===== config.mk =====
export PLATFORM = sky130hd
export DESIGN_NAME = layer_pixel_rotate_convert
export DESIGN_NICKNAME = d
export VERILOG_FILES = /design/src/hdl/lprc_pkg.sv /design/src/hdl/lprc_geom.sv /design/src/hdl/lprc_color.sv /design/src/hdl/layer_pixel_rotate_convert.sv
export SDC_FILE = /design/constraint.sdc
export NUM_CORES = 1
export LEC_CHECK = 0
export BUFFER_PORTS_ARGS = -buffer_cell sky130_fd_sc_hd__buf_2
export CAP_MARGIN = 20
export CORE_ASPECT_RATIO = 2
export CORE_MARGIN = 3
export CORE_UTILIZATION = 55
export DETAILED_ROUTE_END_ITERATION = 10
export GPL_TIMING_DRIVEN = 0
export PLACE_DENSITY = 0.76
export SKIP_CTS_REPAIR_TIMING = 1
export SLEW_MARGIN = 20
export SYNTH_ARGS = -nofsm -noshare
export SYNTH_HDL_FRONTEND = slang
export SYNTH_SLANG_ARGS = --single-unit

===== constraint.sdc =====
create_clock -name i_clk -period 4.1 [get_ports i_clk]
set_input_delay 0.41 -clock i_clk [delete_from_list [all_inputs] [get_ports i_clk]]
set_output_delay 0.41 -clock i_clk [all_outputs]
set_load 0.02 [all_outputs]

===== src/hdl/lprc_pkg.sv =====
// shared types, register indexes and format codes for the layer pixel
// rotate / convert block; no dependencies
`timescale 1ns / 1ps
`default_nettype none

package lprc_pkg;

    localparam int MAX_DIMENSION_DEF       = 1024;
    localparam int FALLBACK_PANEL_SIZE_DEF = 256;

    localparam int COORD_W = 10;   // pixel column, line index, screen row/column
    localparam int GEO_W   = 18;   // signed geometry from 16-bit timing fields
    localparam int CFG_IDX_W = 8;

    // register indexes
    localparam logic [CFG_IDX_W-1:0] REG_DISPLAY_ENABLE = 8'd0;
    localparam logic [CFG_IDX_W-1:0] REG_LAYER_ENABLE   = 8'd1;
    localparam logic [CFG_IDX_W-1:0] REG_PIXEL_FORMAT   = 8'd2;
    localparam logic [CFG_IDX_W-1:0] REG_BACK_PORCH     = 8'd3;
    localparam logic [CFG_IDX_W-1:0] REG_ACTIVE_END     = 8'd4;
    localparam logic [CFG_IDX_W-1:0] REG_WINDOW_H       = 8'd5;
    localparam logic [CFG_IDX_W-1:0] REG_WINDOW_V       = 8'd6;
    localparam logic [CFG_IDX_W-1:0] REG_LINE_COUNT     = 8'd7;

    // pixel formats
    localparam logic [2:0] FMT_ARGB8888 = 3'd0;
    localparam logic [2:0] FMT_RGB888   = 3'd1;
    localparam logic [2:0] FMT_RGB565   = 3'd2;
    localparam logic [2:0] FMT_RGBA8888 = 3'd3;

    localparam logic [7:0] OPAQUE_ALPHA = 8'hff;

    typedef struct packed {
        logic        display_enable;
        logic        layer_enable;
        logic [2:0]  pixel_format;
        logic [31:0] back_porch;
        logic [31:0] active_end;
        logic [31:0] window_h;
        logic [31:0] window_v;
        logic [15:0] line_count;
    } t_cfg;

    // clipped window as seen by the final stage
    typedef struct packed {
        logic                      draw_ok;   // enabled and layer not dropped
        logic signed [GEO_W-1:0]   width;     // layer width
        logic signed [GEO_W:0]     height;    // clipped layer height
        logic [COORD_W-1:0]        row_base;  // pw - 1 - x0, wrapped
        logic [COORD_W-1:0]        y0_lo;     // y0, wrapped
    } t_geom;

endpackage

`default_nettype wire


===== src/hdl/lprc_geom.sv =====
// window geometry pipeline: panel size, layer origin, drop and clip tests
// depends on lprc_pkg; three register stages fed from the config registers
`timescale 1ns / 1ps
`default_nettype none

module lprc_geom
    import lprc_pkg::*;
#(
    parameter int MAX_DIMENSION       = MAX_DIMENSION_DEF,
    parameter int FALLBACK_PANEL_SIZE = FALLBACK_PANEL_SIZE_DEF
) (
    input  wire         i_clk,
    input  wire t_cfg   i_cfg,
    output t_geom       o_geom
);

    localparam logic signed [GEO_W-1:0] MAX_S  = GEO_W'(MAX_DIMENSION);
    localparam logic signed [GEO_W-1:0] FALL_S = GEO_W'(FALLBACK_PANEL_SIZE);
    localparam logic signed [GEO_W-1:0] ONE_S  = GEO_W'(1);

    // stage 1: raw differences
    logic signed [GEO_W-1:0] n_pw, n_ph, n_x0, n_y0, n_lw, n_lh;
    logic                    n_en;
    logic signed [GEO_W-1:0] r1_pw, r1_ph, r1_x0, r1_y0, r1_lw, r1_lh;
    logic                    r1_en;

    always_comb begin
        n_pw = $signed({2'b00, i_cfg.active_end[31:16]})
             - $signed({2'b00, i_cfg.back_porch[31:16]});
        n_ph = $signed({2'b00, i_cfg.active_end[15:0]})
             - $signed({2'b00, i_cfg.back_porch[15:0]});
        n_x0 = $signed({2'b00, i_cfg.window_h[15:0]})
             - $signed({2'b00, i_cfg.back_porch[31:16]}) - ONE_S;
        n_y0 = $signed({2'b00, i_cfg.window_v[15:0]})
             - $signed({2'b00, i_cfg.back_porch[15:0]}) - ONE_S;
        n_lw = $signed({2'b00, i_cfg.window_h[31:16]})
             - $signed({2'b00, i_cfg.window_h[15:0]}) + ONE_S;
        n_lh = $signed({2'b00, i_cfg.window_v[31:16]})
             - $signed({2'b00, i_cfg.window_v[15:0]}) + ONE_S;
        n_en = i_cfg.display_enable && i_cfg.layer_enable
            && (i_cfg.pixel_format inside {FMT_ARGB8888, FMT_RGB888,
                                           FMT_RGB565, FMT_RGBA8888});
    end

    always_ff @(posedge i_clk) begin
        r1_pw <= n_pw;
        r1_ph <= n_ph;
        r1_x0 <= n_x0;
        r1_y0 <= n_y0;
        r1_lw <= n_lw;
        r1_lh <= n_lh;
        r1_en <= n_en;
    end

    // stage 2: fallback size, right edge sum, line count clip
    logic                    n_bad, n_neg;
    logic signed [GEO_W-1:0] n_pw_s, n_ph_s, n_lh1, n_lc;
    logic signed [GEO_W:0]   n_xend;
    logic signed [GEO_W-1:0] r2_pw, r2_ph, r2_x0, r2_y0, r2_lw, r2_lh;
    logic signed [GEO_W:0]   r2_xend;
    logic                    r2_neg, r2_en;

    always_comb begin
        n_bad  = (r1_pw < ONE_S) || (r1_pw > MAX_S) || (r1_ph < ONE_S) || (r1_ph > MAX_S);
        n_pw_s = n_bad ? FALL_S : r1_pw;
        n_ph_s = n_bad ? FALL_S : r1_ph;
        n_xend = {r1_x0[GEO_W-1], r1_x0} + {r1_lw[GEO_W-1], r1_lw};
        n_neg  = r1_x0[GEO_W-1] || r1_y0[GEO_W-1] || (r1_lw < ONE_S);
        n_lc   = $signed({2'b00, i_cfg.line_count});
        n_lh1  = (r1_lh > n_lc) ? n_lc : r1_lh;
    end

    always_ff @(posedge i_clk) begin
        r2_pw   <= n_pw_s;
        r2_ph   <= n_ph_s;
        r2_x0   <= r1_x0;
        r2_y0   <= r1_y0;
        r2_lw   <= r1_lw;
        r2_lh   <= n_lh1;
        r2_xend <= n_xend;
        r2_neg  <= n_neg;
        r2_en   <= r1_en;
    end

    // stage 3: drop test, panel height clip, rotated row base
    logic                    n_drop;
    logic signed [GEO_W:0]   n_room, n_lh1x, n_lh2;
    logic signed [GEO_W-1:0] n_base;
    t_geom                   r3_geom;

    always_comb begin
        n_drop = r2_neg || (r2_xend > {r2_pw[GEO_W-1], r2_pw});
        n_room = {r2_ph[GEO_W-1], r2_ph} - {r2_y0[GEO_W-1], r2_y0};
        n_lh1x = {r2_lh[GEO_W-1], r2_lh};
        n_lh2  = (n_lh1x > n_room) ? n_room : n_lh1x;
        n_base = r2_pw - ONE_S - r2_x0;
    end

    always_ff @(posedge i_clk) begin
        r3_geom.draw_ok  <= r2_en && !n_drop;
        r3_geom.width    <= r2_lw;
        r3_geom.height   <= n_lh2;
        r3_geom.row_base <= n_base[COORD_W-1:0];
        r3_geom.y0_lo    <= r2_y0[COORD_W-1:0];
    end

    assign o_geom = r3_geom;

endmodule

`default_nettype wire


===== src/hdl/lprc_color.sv =====
// color conversion pipeline: raw framebuffer word to opaque xrgb8888
// depends on lprc_pkg; three register stages to line up with the geometry
`timescale 1ns / 1ps
`default_nettype none

module lprc_color
    import lprc_pkg::*;
(
    input  wire         i_clk,
    input  wire  [2:0]  i_format,
    input  wire  [31:0] i_raw,
    output logic [31:0] o_color
);

    logic [31:0] r_raw1, n_color, r_color2, r_color3;

    always_comb begin
        case (i_format)
            FMT_ARGB8888: n_color = {OPAQUE_ALPHA, r_raw1[23:0]};
            FMT_RGBA8888: n_color = {OPAQUE_ALPHA, r_raw1[31:8]};
            FMT_RGB888:   n_color = {OPAQUE_ALPHA, r_raw1[23:0]};
            FMT_RGB565:   n_color = {OPAQUE_ALPHA, r_raw1[15:11], 3'b000,
                                     r_raw1[10:5], 2'b00, r_raw1[4:0], 3'b000};
            default:      n_color = {OPAQUE_ALPHA, 24'h000000};
        endcase
    end

    always_ff @(posedge i_clk) begin
        r_raw1   <= i_raw;
        r_color2 <= n_color;
        r_color3 <= r_color2;
    end

    assign o_color = r_color3;

endmodule

`default_nettype wire


===== src/hdl/layer_pixel_rotate_convert.sv =====
// top level of the layer pixel rotate / convert block: config registers,
// item pipeline and result stage; depends on lprc_pkg, lprc_geom, lprc_color
`timescale 1ns / 1ps
`default_nettype none

// usage
//   pixel words enter on i_start with column, line index and raw bytes; busy
//   stays low, so a new word is taken at every clock edge where start is high
//   throughput: one word per clock, no dependence between words
//   result: the strobe o_result_valid is high for one cycle once the word has
//   passed four register stages (input/config differences, fallback and sums,
//   drop and clip, result register)
//   the geometry path recomputes from the config registers every cycle, so
//   the critical path is one 19-bit add and compare per stage
//   each word yields exactly one result; undrawn pixels give write enable 0
//   and zero row, column and color
//   config: writes on i_cfg_valid (ready always high), index 0..7 selects a
//   register, other indexes are ignored; write only while no word is in flight
//   reset (i_rst_n low, synchronous) clears the pipeline valid bits and all
//   config registers; words in flight at reset are dropped
//   the receiver cannot stall: results are shown for exactly one cycle
module layer_pixel_rotate_convert
    import lprc_pkg::*;
#(
    parameter int MAX_DIMENSION       = MAX_DIMENSION_DEF,
    parameter int FALLBACK_PANEL_SIZE = FALLBACK_PANEL_SIZE_DEF
) (
    input  wire                  i_clk,
    input  wire                  i_rst_n,
    // pixel word in
    input  wire                  i_start,
    output logic                 o_busy,
    input  wire  [COORD_W-1:0]   i_pixel_column,
    input  wire  [COORD_W-1:0]   i_line_index,
    input  wire  [31:0]          i_raw_pixel,
    // result word out
    output logic                 o_result_valid,
    output logic [COORD_W-1:0]   o_screen_row,
    output logic [COORD_W-1:0]   o_screen_column,
    output logic [31:0]          o_pixel_color,
    output logic                 o_write_enable,
    // config write channel
    input  wire                  i_cfg_valid,
    output logic                 o_cfg_ready,
    input  wire  [CFG_IDX_W-1:0] i_cfg_index,
    input  wire  [31:0]          i_cfg_data
);

    localparam int STAGES = 3;

    // config registers
    t_cfg r_cfg;

    always_ff @(posedge i_clk) begin
        if (!i_rst_n) begin
            r_cfg <= '0;
        end else if (i_cfg_valid && o_cfg_ready) begin
            case (i_cfg_index)
                REG_DISPLAY_ENABLE: r_cfg.display_enable <= i_cfg_data[0];
                REG_LAYER_ENABLE:   r_cfg.layer_enable   <= i_cfg_data[0];
                REG_PIXEL_FORMAT:   r_cfg.pixel_format   <= i_cfg_data[2:0];
                REG_BACK_PORCH:     r_cfg.back_porch     <= i_cfg_data;
                REG_ACTIVE_END:     r_cfg.active_end     <= i_cfg_data;
                REG_WINDOW_H:       r_cfg.window_h       <= i_cfg_data;
                REG_WINDOW_V:       r_cfg.window_v       <= i_cfg_data;
                REG_LINE_COUNT:     r_cfg.line_count     <= i_cfg_data[15:0];
                default:            r_cfg <= r_cfg;
            endcase
        end
    end

    // every cycle is a slot, so the block is never busy
    assign o_busy      = 1'b0;
    assign o_cfg_ready = 1'b1;

    // item pipeline: valid bits and coordinates ride alongside the geometry
    logic [STAGES-1:0]  r_valid;
    logic [COORD_W-1:0] r_x [STAGES];
    logic [COORD_W-1:0] r_y [STAGES];

    always_ff @(posedge i_clk) begin
        if (!i_rst_n) begin
            r_valid <= '0;
        end else begin
            r_valid <= {r_valid[STAGES-2:0], i_start && !o_busy};
        end
    end

    always_ff @(posedge i_clk) begin
        r_x[0] <= i_pixel_column;
        r_y[0] <= i_line_index;
        for (int s = 1; s < STAGES; s++) begin
            r_x[s] <= r_x[s-1];
            r_y[s] <= r_y[s-1];
        end
    end

    t_geom       w_geom;
    logic [31:0] w_color;

    lprc_geom #(
        .MAX_DIMENSION       (MAX_DIMENSION),
        .FALLBACK_PANEL_SIZE (FALLBACK_PANEL_SIZE)
    ) u_geom (
        .i_clk  (i_clk),
        .i_cfg  (r_cfg),
        .o_geom (w_geom)
    );

    lprc_color u_color (
        .i_clk    (i_clk),
        .i_format (r_cfg.pixel_format),
        .i_raw    (i_raw_pixel),
        .o_color  (w_color)
    );

    // result stage: per-pixel clip and rotated placement
    logic                 n_x_in, n_y_in, n_draw;
    logic                 r_out_valid, r_we;
    logic [COORD_W-1:0]   r_row, r_col;
    logic [31:0]          r_color;

    always_comb begin
        n_x_in = $signed({{(GEO_W-COORD_W){1'b0}}, r_x[STAGES-1]}) < w_geom.width;
        n_y_in = $signed({{(GEO_W+1-COORD_W){1'b0}}, r_y[STAGES-1]}) < w_geom.height;
        n_draw = w_geom.draw_ok && n_x_in && n_y_in;
    end

    always_ff @(posedge i_clk) begin
        if (!i_rst_n) begin
            r_out_valid <= 1'b0;
        end else begin
            r_out_valid <= r_valid[STAGES-1];
        end
    end

    always_ff @(posedge i_clk) begin
        r_we    <= n_draw;
        // rotation: screen row counts down from the panel's far edge
        r_row   <= n_draw ? (w_geom.row_base - r_x[STAGES-1]) : '0;
        r_col   <= n_draw ? (w_geom.y0_lo + r_y[STAGES-1]) : '0;
        r_color <= n_draw ? w_color : '0;
    end

    assign o_result_valid  = r_out_valid;
    assign o_write_enable  = r_we;
    assign o_screen_row    = r_row;
    assign o_screen_column = r_col;
    assign o_pixel_color   = r_color;

`ifndef SYNTH
    // every accepted word produces its result strobe
    a_latency: assert property (@(posedge i_clk) disable iff (!i_rst_n)
        (i_start && !o_busy) |-> ##4 o_result_valid)
        else $error("result strobe missing after accepted word");

    // no strobe without an earlier accepted word
    a_no_spurious: assert property (@(posedge i_clk) disable iff (!i_rst_n)
        o_result_valid |-> $past(i_start && !o_busy, 4))
        else $error("result strobe without accepted word");

    // a drawn pixel needs both enables set
    a_draw_enabled: assert property (@(posedge i_clk) disable iff (!i_rst_n)
        (o_result_valid && o_write_enable) |->
            (r_cfg.display_enable && r_cfg.layer_enable))
        else $error("pixel drawn while display or layer disabled");

    // an undrawn pixel carries all-zero payload
    a_undrawn_zero: assert property (@(posedge i_clk) disable iff (!i_rst_n)
        (o_result_valid && !o_write_enable) |->
            (o_pixel_color == '0 && o_screen_row == '0 && o_screen_column == '0))
        else $error("undrawn pixel with nonzero payload");
`endif

endmodule

`default_nettype wire


Yosys cells after proc, flatten, opt, wreduce, memory -nomap -nowiden. Memories as Yosys holds them, arrays and structs flattened. Cells that the tools add are included.

$add $sub $neg: 16. Order comparisons: 10. Eq/ne operators: 10. Multiplexer cells: 3. Reductions and logical operators: 24.

Operators with widths (count): subtractor 16 x 16 -> 17 bit (6); case mux 24 bit (3 select lines) (1); < comparator 18 x 2 -> 1 bit, second input constant (3); adder 18 x 2 -> 18 bit, second input constant (2); > comparator 18 x 12 -> 1 bit, second input constant (2); subtractor 18 x 2 -> 18 bit, second input constant (2); equality test 8 x 3 -> 1 bit, second input constant (4); subtractor 10 bit (2); adder 18 x 18 -> 19 bit (1); > comparator 18 x 19 -> 1 bit (1); > comparator 19 bit (1); < comparator 11 x 19 -> 1 bit (1); 2-to-1 mux 19 bit (1); subtractor 18 x 18 -> 19 bit (1); > comparator 18 x 17 -> 1 bit (1); < comparator 11 x 18 -> 1 bit (1); equality test 8 x 2 -> 1 bit, second input constant (2); 2-to-1 mux 16 bit (1); AND reduction 2 bit (8); adder 10 bit (1); subtractor 10 x 2 -> 10 bit, second input constant (1); equality test 8 x 1 -> 1 bit, second input constant (1); zero test 8 bit (1); equality test 3 x 2 -> 1 bit, second input constant (2); 7 further kinds (16).

Register bits after elaboration: 569. Bits in writable memories: 60. Input port bits: 96. Word-level logic and storage cells: 104. Memories kept: 2.

Memories: r_x (words 3, bits a word 10, read ports 3, clocked after memory_dff 0, wr ports 3, RTL line layer_pixel_rotate_convert.sv:78) `logic [COORD_W-1:0] r_x [STAGES];`; r_y (words 3, bits a word 10, read ports 3, clocked after memory_dff 0, wr ports 3, RTL line layer_pixel_rotate_convert.sv:79) `logic [COORD_W-1:0] r_y [STAGES];`.

Logic depth before layout (Yosys ltp). Gate-level depths: netlist of the first run.

Depth after elaboration: 4. Depth in mapped cells: 21. Depth with buffers taken out: 20.

By module. From an unflattened synthesis of the first run, not the netlist that was laid out.

Cell total of the unflattened synthesis: 2925. Area, all modules: 27914.3 um^2.

By module, submodules not included: lprc_geom (times used 1, cells an instance 1742, area each 15992.8 um^2, sequential area each 5685.5 um^2); layer_pixel_rotate_convert (times used 1, cells an instance 1012, area each 9713.1 um^2, sequential area each 5325.1 um^2); lprc_color (times used 1, cells an instance 171, area each 2208.4 um^2, sequential area each 1601.5 um^2).

Worst setup path before layout of the first run. OpenSTA, ideal clock, no wires.

Kind: flip-flop to flip-flop. From: reg u_geom.r2_ph[0]. To: reg u_geom.r3_geom (netlist bit u_geom.o_geom[33]). Setup time: 131 ps. Arrival: 3965 ps. Required time: 3969 ps. Path slack: 3 ps. Cell stages (with the launch flop): 21. Path through: dfxtp_1 > inv_1 > ha_1 > inv_1 > fa_1 > a21o_1 > a21oi_1 > nor2b_1 > o31ai_2 > o31a_1 > nor2b_1 > o21bai_1 > xnor2_1 > ha_1 > nand2_1 > nor2_1 > a21boi_0 > o41ai_1 > maj3_1 > clkbuf_1 > o21ai_0.

Cells in the longest elaborated chain, start to end: 3.

Ends and longest elaborated chain: start, declared (RTL line lprc_geom.sv:59) `logic signed [GEO_W-1:0] r2_pw, r2_ph, r2_x0, r2_y0, r2_lw, r2_lh;`; start signal, assigned (RTL line lprc_geom.sv:75) `r2_ph <= n_ph_s;`; subtractor 18 x 18 -> 19 bit (*) (RTL line lprc_geom.sv:93) `n_room = {r2_ph[GEO_W-1], r2_ph} - {r2_y0[GEO_W-1], r2_y0};`; > comparator 18 x 19 -> 1 bit (RTL line lprc_geom.sv:95) `n_lh2 = (n_lh1x > n_room) ? n_room : n_lh1x;`; 2-to-1 mux 19 bit (*) (RTL line lprc_geom.sv:95); via u_geom.n_lh2[13] (RTL line lprc_geom.sv:87) `logic signed [GEO_W:0] n_room, n_lh1x, n_lh2;`; end, declared (RTL line lprc_geom.sv:89) `t_geom r3_geom;`.

The timed path passes the listed nets; every way through them passes the cells marked *. A chain may end at the register's enable or synchronous reset.

Final worst setup path of the first run.
From: reg u_geom.r2_ph[0]. To: reg u_geom.r3_geom (netlist bit u_geom.o_geom[20]).

The elaborated chain is that of the path after synthesis.

==> metrics.csv, run 1 <==
metric,value,unit
status,"complete, but fails checks",
violations,setup timing,
fmax,232,MHz
start_util,55.8,%
path_clk_slew,0.07,ns
synth_most_common_cell,dfxtp_1,
yosys_most_used_dff,dfxtp_1,
ys_ff_latch,623,
drtIter0Drc,1115,
final_core_util,65.1,%
vias,21100,
grt_max_degree,18,
syn_inst,2854,
vdd_ir_drop_max,0.372,mV
cp.required,4.60,ns
chipWidth,163,µm
yosys-top-cells-count,"623 x dfxtp_1, 377 x nand2_1, 234 x ha_1, 220 x inv_1, 152 x a21boi_0",
crit_path_end_kind,flop,
io_buffers,147,
nFillCells,3734,
post-route-period-util,105,%
fin_nets,3482,
dp_slack,-1.01,ns
ys_seq_area_share,46.2,%
grt_pass1_vias,20800,
worst_path_largest_cell_delay,0.41,ns
crit_family,compound AO/OA/AOI/OAI gates,
syn_area_per_cell,9.45,µm²
crit_chain,inv_1 > ha_2 > inv_2 > fa_2 > a21o_1 > a21oi_2 > nor2b_2 > o31ai_4 > buf_4 > xor2_2 > ha_1 > a21o_1 > a21oi_1 > o22ai_1 > nor2_1 > a21boi_4 > o41ai_4 > maj3_2 > buf_6 > nand2_1 > o21ai_2,
tightest_slew,1.13,ns
postLayoutCellArea,31500,µm²
grt_pass1_wl,106000,µm
synth_edf_count,0,
die_y,319,µm
maxCapViolCount,0,
cts.path.max_buffers,3,
multi_input_area,13500,µm²
finalWorstPathRequiredPeriod,4.31,ns
register_area,12500,µm²
dp_cells,3652,
synth_area_leader_cell,dfxtp_1,
synthTopCellsByArea,"dfxtp_1 46%, ha_1 11%, nand2_1 5.2%, a21boi_0 4.2%, xnor2_1 3.2%",
critPathSlowestCell,o41ai_4,
area_growth,16.7,%
final.setup.tns,-2.96,ns
grt.total_usage,25.6,%
hold_path_class,input pin to flop,
h-tree-depth,2,
gr-total-overflow,0,
total_power,13.7,mW
cts.sink_count,623,
path_class,flop to flop,
place_hpwl,54300,µm
hold_viol_final,0,
clock-skew-final,0.0238,ns
route.detailed.drc,0,
final_cells,3825,
ys_warn_count,0,
finalWirelength,71000,µm
setup_slack,-0.211,ns
syn_area,27000,µm²
globalplace.congestion,0.974,
rows,114,
placed_cell_area,28600,µm²
viasPerCell,5.53,
boundaryPins,152,
setup_viol,17,
synth.distinct_cells,90,
critPathLaunchType,flop,
wl_per_cell,18.6,µm
crit_arrival,4.81,ns
layout-drive-gt1-share,11.1,%
crit_fanout,6,
fp.dieArea,51900,µm²
netlist.area_leader.share,46.2,%
max_slew_margin,23.6,%
dr.pass1.iters,6,
cts_tree,done,
worst-path-buf-inv,4,
drv_slew,0,
cts_buffers,54,
holdWs,0.0612,ns
clkLatencyLatePin,0.60,ns
core-area,48400,µm²
grt_setup_unrepaired,yes,
p_leak,13.5,nW
ant_nets,0,
antenna_found_initial,0,
root_buffer,clkbuf_16,
power_density,437,nW/µm²
postSynth.asyncResetShare,0,%
crit_top_cell,a21o_1,
-- placed cells by master, fill, tap and decap left out, types with 18 or more instances in the layout --
cell type        n
a21oi_1         99
xor2_1          62
xnor2_1         98
buf_2          151
buf_4           25
ha_1           233
nor2_1         143
o21a_1          31
nand3_1         38
o21ai_0         74
clkbuf_16       54
a21boi_0       151
dlygate4sd3_1   52
nor3_1          52
nor4_1          22
dfxtp_1        621
a21o_1          58
and2_1          65
nand4_1         21
mux2i_1         22
clkbuf_1        74
nand2b_1        34
mux2_2          18
nand2_1        374
a211oi_1        31
inv_1          218
nor2b_1         46
-- cells by family (layout without fill, tap and decap cells) --
logic type / Yosys count / in the layout / share of synthesized area [%]
multiplexers: 40 / 40 / 1.57
buffers and inverters: 307 / 626 / 4.42
AND/OR/NAND/NOR: 883 / 883 / 15.7
adder cells (fa/ha/maj): 246 / 247 / 11.7
other: 2 / 15 / 0.0278
flip-flops: 623 / 623 / 46.2
AO/OA/AOI/OAI: 590 / 590 / 15.0
XOR/XNOR: 163 / 163 / 5.34
-- path summary, 6_finish.rpt --
path / startpoint / to / slack [ns] / cells after the start
max: u_geom.r2_ph[0]$_SDFF_PP0_ / u_geom.o_geom[20]$_DFF_P_ / -0.21 / 21
min: i_start / r_valid[0]$_SDFF_PN0_ / 0.06 / 2
max reg2reg: u_geom.r2_ph[0]$_SDFF_PP0_ / u_geom.o_geom[20]$_DFF_P_ / -0.21 / 21
min reg2reg: u_geom.r1_y0[0]$_DFF_P_ / u_geom.r2_y0[0]$_DFF_P_ / 0.32 / 0
-- per-layer routing --
layer  GRT usage (%)  vias up  share of wire, %
li1                -    10300                 -
met1            25.5     9887                35
met2            48.9      706                53
met5               0        -                 0
met4            16.7        0               7.9
met3            2.81      272               4.3
-- registers in the layout, indices dropped and copies added, names as in the netlist, 19 cells and up --
| register | flops |
|---|---|
| u_color.r_color2 | 24 |
| u_geom.r2_xend | 19 |
| u_geom.o_geom | 58 |
| r_y | 30 |
| o_pixel_color | 25 |
| r_x | 30 |
| r_cfg | 149 |
| u_color.r_raw1 | 32 |
| u_color.o_color | 24 |
-- where the power goes --
group | switching, mW | internal (mW) | leakage [nW]
Combinational | 0.787 | 0.657 | 7.38
Clock | 2.30 | 3.54 | 1.00
Sequential | 0.116 | 6.35 | 5.10
Total | 3.20 | 10.5 | 13.5
-- final cells by class --
type | count | area share [%]
timing repair buffer | 218 | 4.48
inverter | 221 | 2.63
tap | 638 | 2.54
buffer | 86 | 1.22
sequential | 623 | 39.6
antenna | 1 | 0.00795
multi-input combinational | 1937 | 42.9
clock inverter | 28 | 1.72
clock buffer | 73 | 4.90
(Power assumes the default switching activity.)
==> run 2, diff against run 1 <==
- MAX_ROUTING_LAYER: default -> met4
==> run 2 against run 1 <==
Compared with the run above:
- the flow still finishes with violations (setup timing)
- clock-buffer cell count down 7
- clock power is 10% lower
- total power is 4.1% lower
- first-iteration DRC count shrank 13%
- critical path depth fell by 1
- sequential power is essentially flat
- fmax up 3.4%
- critical path type unchanged
- largest cell class unchanged
==> metrics.csv, run 2 (synthesized netlist as in run 1, its figures left out) <==
metric,value,unit,change
final.setup.tns,-0.777,ns,was -2.96 ns
setup_viol,17,,unchanged
cts_tree,done,,unchanged
critPathLaunchType,flop,,unchanged
antennaDiodeCount,0,,was 1
holdWs,0.0676,ns,was 0.0612 ns
clock-skew-final,0.0115,ns,was 0.0238 ns
setup_slack,-0.0677,ns,was -0.211 ns
rows,114,,unchanged
hold_path_class,input pin to flop,,unchanged
cp.required,4.61,ns,was 4.60 ns
place_hpwl,55800,µm,was 54300 µm
postLayoutCellArea,31300,µm²,was 31500 µm²
crit_fanout,5,,was 6
p_leak,13.4,nW,was 13.5 nW
route.detailed.drc,0,,unchanged
globalplace.congestion,1.05,,was 0.974
tightest_slew,0.964,ns,was 1.13 ns
final_cells,3816,,was 3825
drv_slew,0,,unchanged
fp.dieArea,51900,µm²,unchanged
grt.total_usage,27.0,%,was 25.6%
fmax,240,MHz,was 232 MHz
grt_pass1_vias,20700,,was 20800
viasPerCell,5.44,,was 5.53
post-route-period-util,102,%,was 105%
root_buffer,clkbuf_16,,unchanged
h-tree-depth,2,,unchanged
path_class,flop to flop,,unchanged
clkLatencyLatePin,0.59,ns,was 0.60 ns
status,"complete, but fails checks",,unchanged
register_area,12500,µm²,about the same
nFillCells,3863,,was 3734
max_slew_margin,34.9,%,was 23.6%
final_cell_mix,"619 x dfxtp_1, 368 x nand2_1, 231 x ha_1",,"was 621 x dfxtp_1, 374 x nand2_1, 233 x ha_1"
power_density,421,nW/µm²,was 437 nW/µm²
multi_input_area,13600,µm²,was 13500 µm²
crit_arrival,4.68,ns,was 4.81 ns
drtIter0Drc,968,,was 1115
dp_cells,3652,,unchanged
top_register,r_cfg,,unchanged
antenna_found_initial,0,,unchanged
finalWorstPathRequiredPeriod,4.17,ns,was 4.31 ns
cts.path.max_buffers,3,,unchanged
die_y,319,µm,unchanged
vdd_ir_drop_max,0.398,mV,was 0.372 mV
ant_nets,0,,unchanged
cts.sink_count,623,,unchanged
largest_reg_flops,149,,unchanged
placed_cell_area,28600,µm²,about the same
grt_max_degree,18,,unchanged
maxCapViolCount,0,,unchanged
layout-drive-gt1-share,11.4,%,was 11.1%
path_clk_slew,0.07,ns,about the same
hold_viol_final,0,,unchanged
chipWidth,163,µm,unchanged
violations,setup timing,,unchanged
boundaryPins,152,,unchanged
gr-total-overflow,0,,unchanged
grt_pass1_wl,107000,µm,was 106000 µm
dr.pass1.iters,5,,was 6
finalWirelength,71200,µm,was 71000 µm
final_common_cell,dfxtp_1,,unchanged
grt_setup_unrepaired,yes,,unchanged
area_growth,16.1,%,was 16.7%
core-area,48400,µm²,unchanged
start_util,55.8,%,unchanged
vias,20700,,was 21100
cts_buffers,52,,was 54
crit_path_end_kind,flop,,unchanged
wl_per_cell,18.6,µm,about the same
fin_nets,3478,,was 3482
io_buffers,147,,unchanged
[run 2: changes by cell type in the layout (fill, tap and decap cells not counted), moves of 4 or more]
cell	change
clkbuf_8	-6
nand2_1	-6
nand2_2	+6
bufinv_16	-5
o21ai_0	-5
o21ai_2	+4
[run 2: layout make-up]
cell class	instances	area share [%]
plain buffers	86	1.23
clock buffers	66	4.51
clock inverters	29	1.35
inverters	221	2.66
multi-input cells	1937	43.4
flip-flops and latches	623	39.9
well taps	638	2.55
repair buffers	216	4.44
[run 2: where the power goes]
group / internal [mW] / switching [mW]
Combinational: 0.674 / 0.786
Clock: 3.03 / 2.22
Sequential: 6.35 / 0.118
[run 2: critical path: stages, from the launching register on]
cell and delay (ns):
dfxtp_2 0.36, ha_4 0.14, inv_2 0.03, fa_2 0.35, a21o_1 0.20, a21oi_2 0.22, nor2b_4 0.08, o31ai_4 0.30
o31a_1 0.20, nor2b_4 0.20, o21bai_4 0.08, xnor2_2 0.25, ha_1 0.30, nand2_2 0.08, nor2_2 0.05, a21boi_4 0.14
o41ai_4 0.45, maj3_2 0.36, buf_6 0.16, nand2_1 0.06, o21ai_1 0.07
[run 2: worst paths after layout]
check                           start                         to  slack (ns)  depth (start not counted)
max           u_geom.r2_y0[0]$_DFF_P_  u_geom.o_geom[23]$_DFF_P_       -0.07                         20
min reg2reg  u_geom.r2_lw[16]$_DFF_P_  u_geom.o_geom[55]$_DFF_P_        0.33                          0
max reg2reg   u_geom.r2_y0[0]$_DFF_P_  u_geom.o_geom[23]$_DFF_P_       -0.07                         20
min                           i_start      r_valid[0]$_SDFF_PN0_        0.07                          2
[run 2: per-stage QoR]
step                utilization, %  power (mW)  worst slack (ns)
floorplan                        -        7.44           0.00335
global placement              59.1        7.79            -0.909
detailed placement            59.1        7.83             -1.08
CTS                           62.9        13.0             -1.08
global route                  64.8        13.6            -0.211
finish                        64.8        13.2           -0.0677
[run 2: layer usage]
layer / up-vias / global-route usage, % / wire length (µm)
met4: 0 / 19.6 / 6300
met1: 9682 / 25.0 / 24500
met3: 245 / 2.92 / 2990
met2: 584 / 50.0 / 37400
met5: - / - / 0
li1: 10200 / - / -
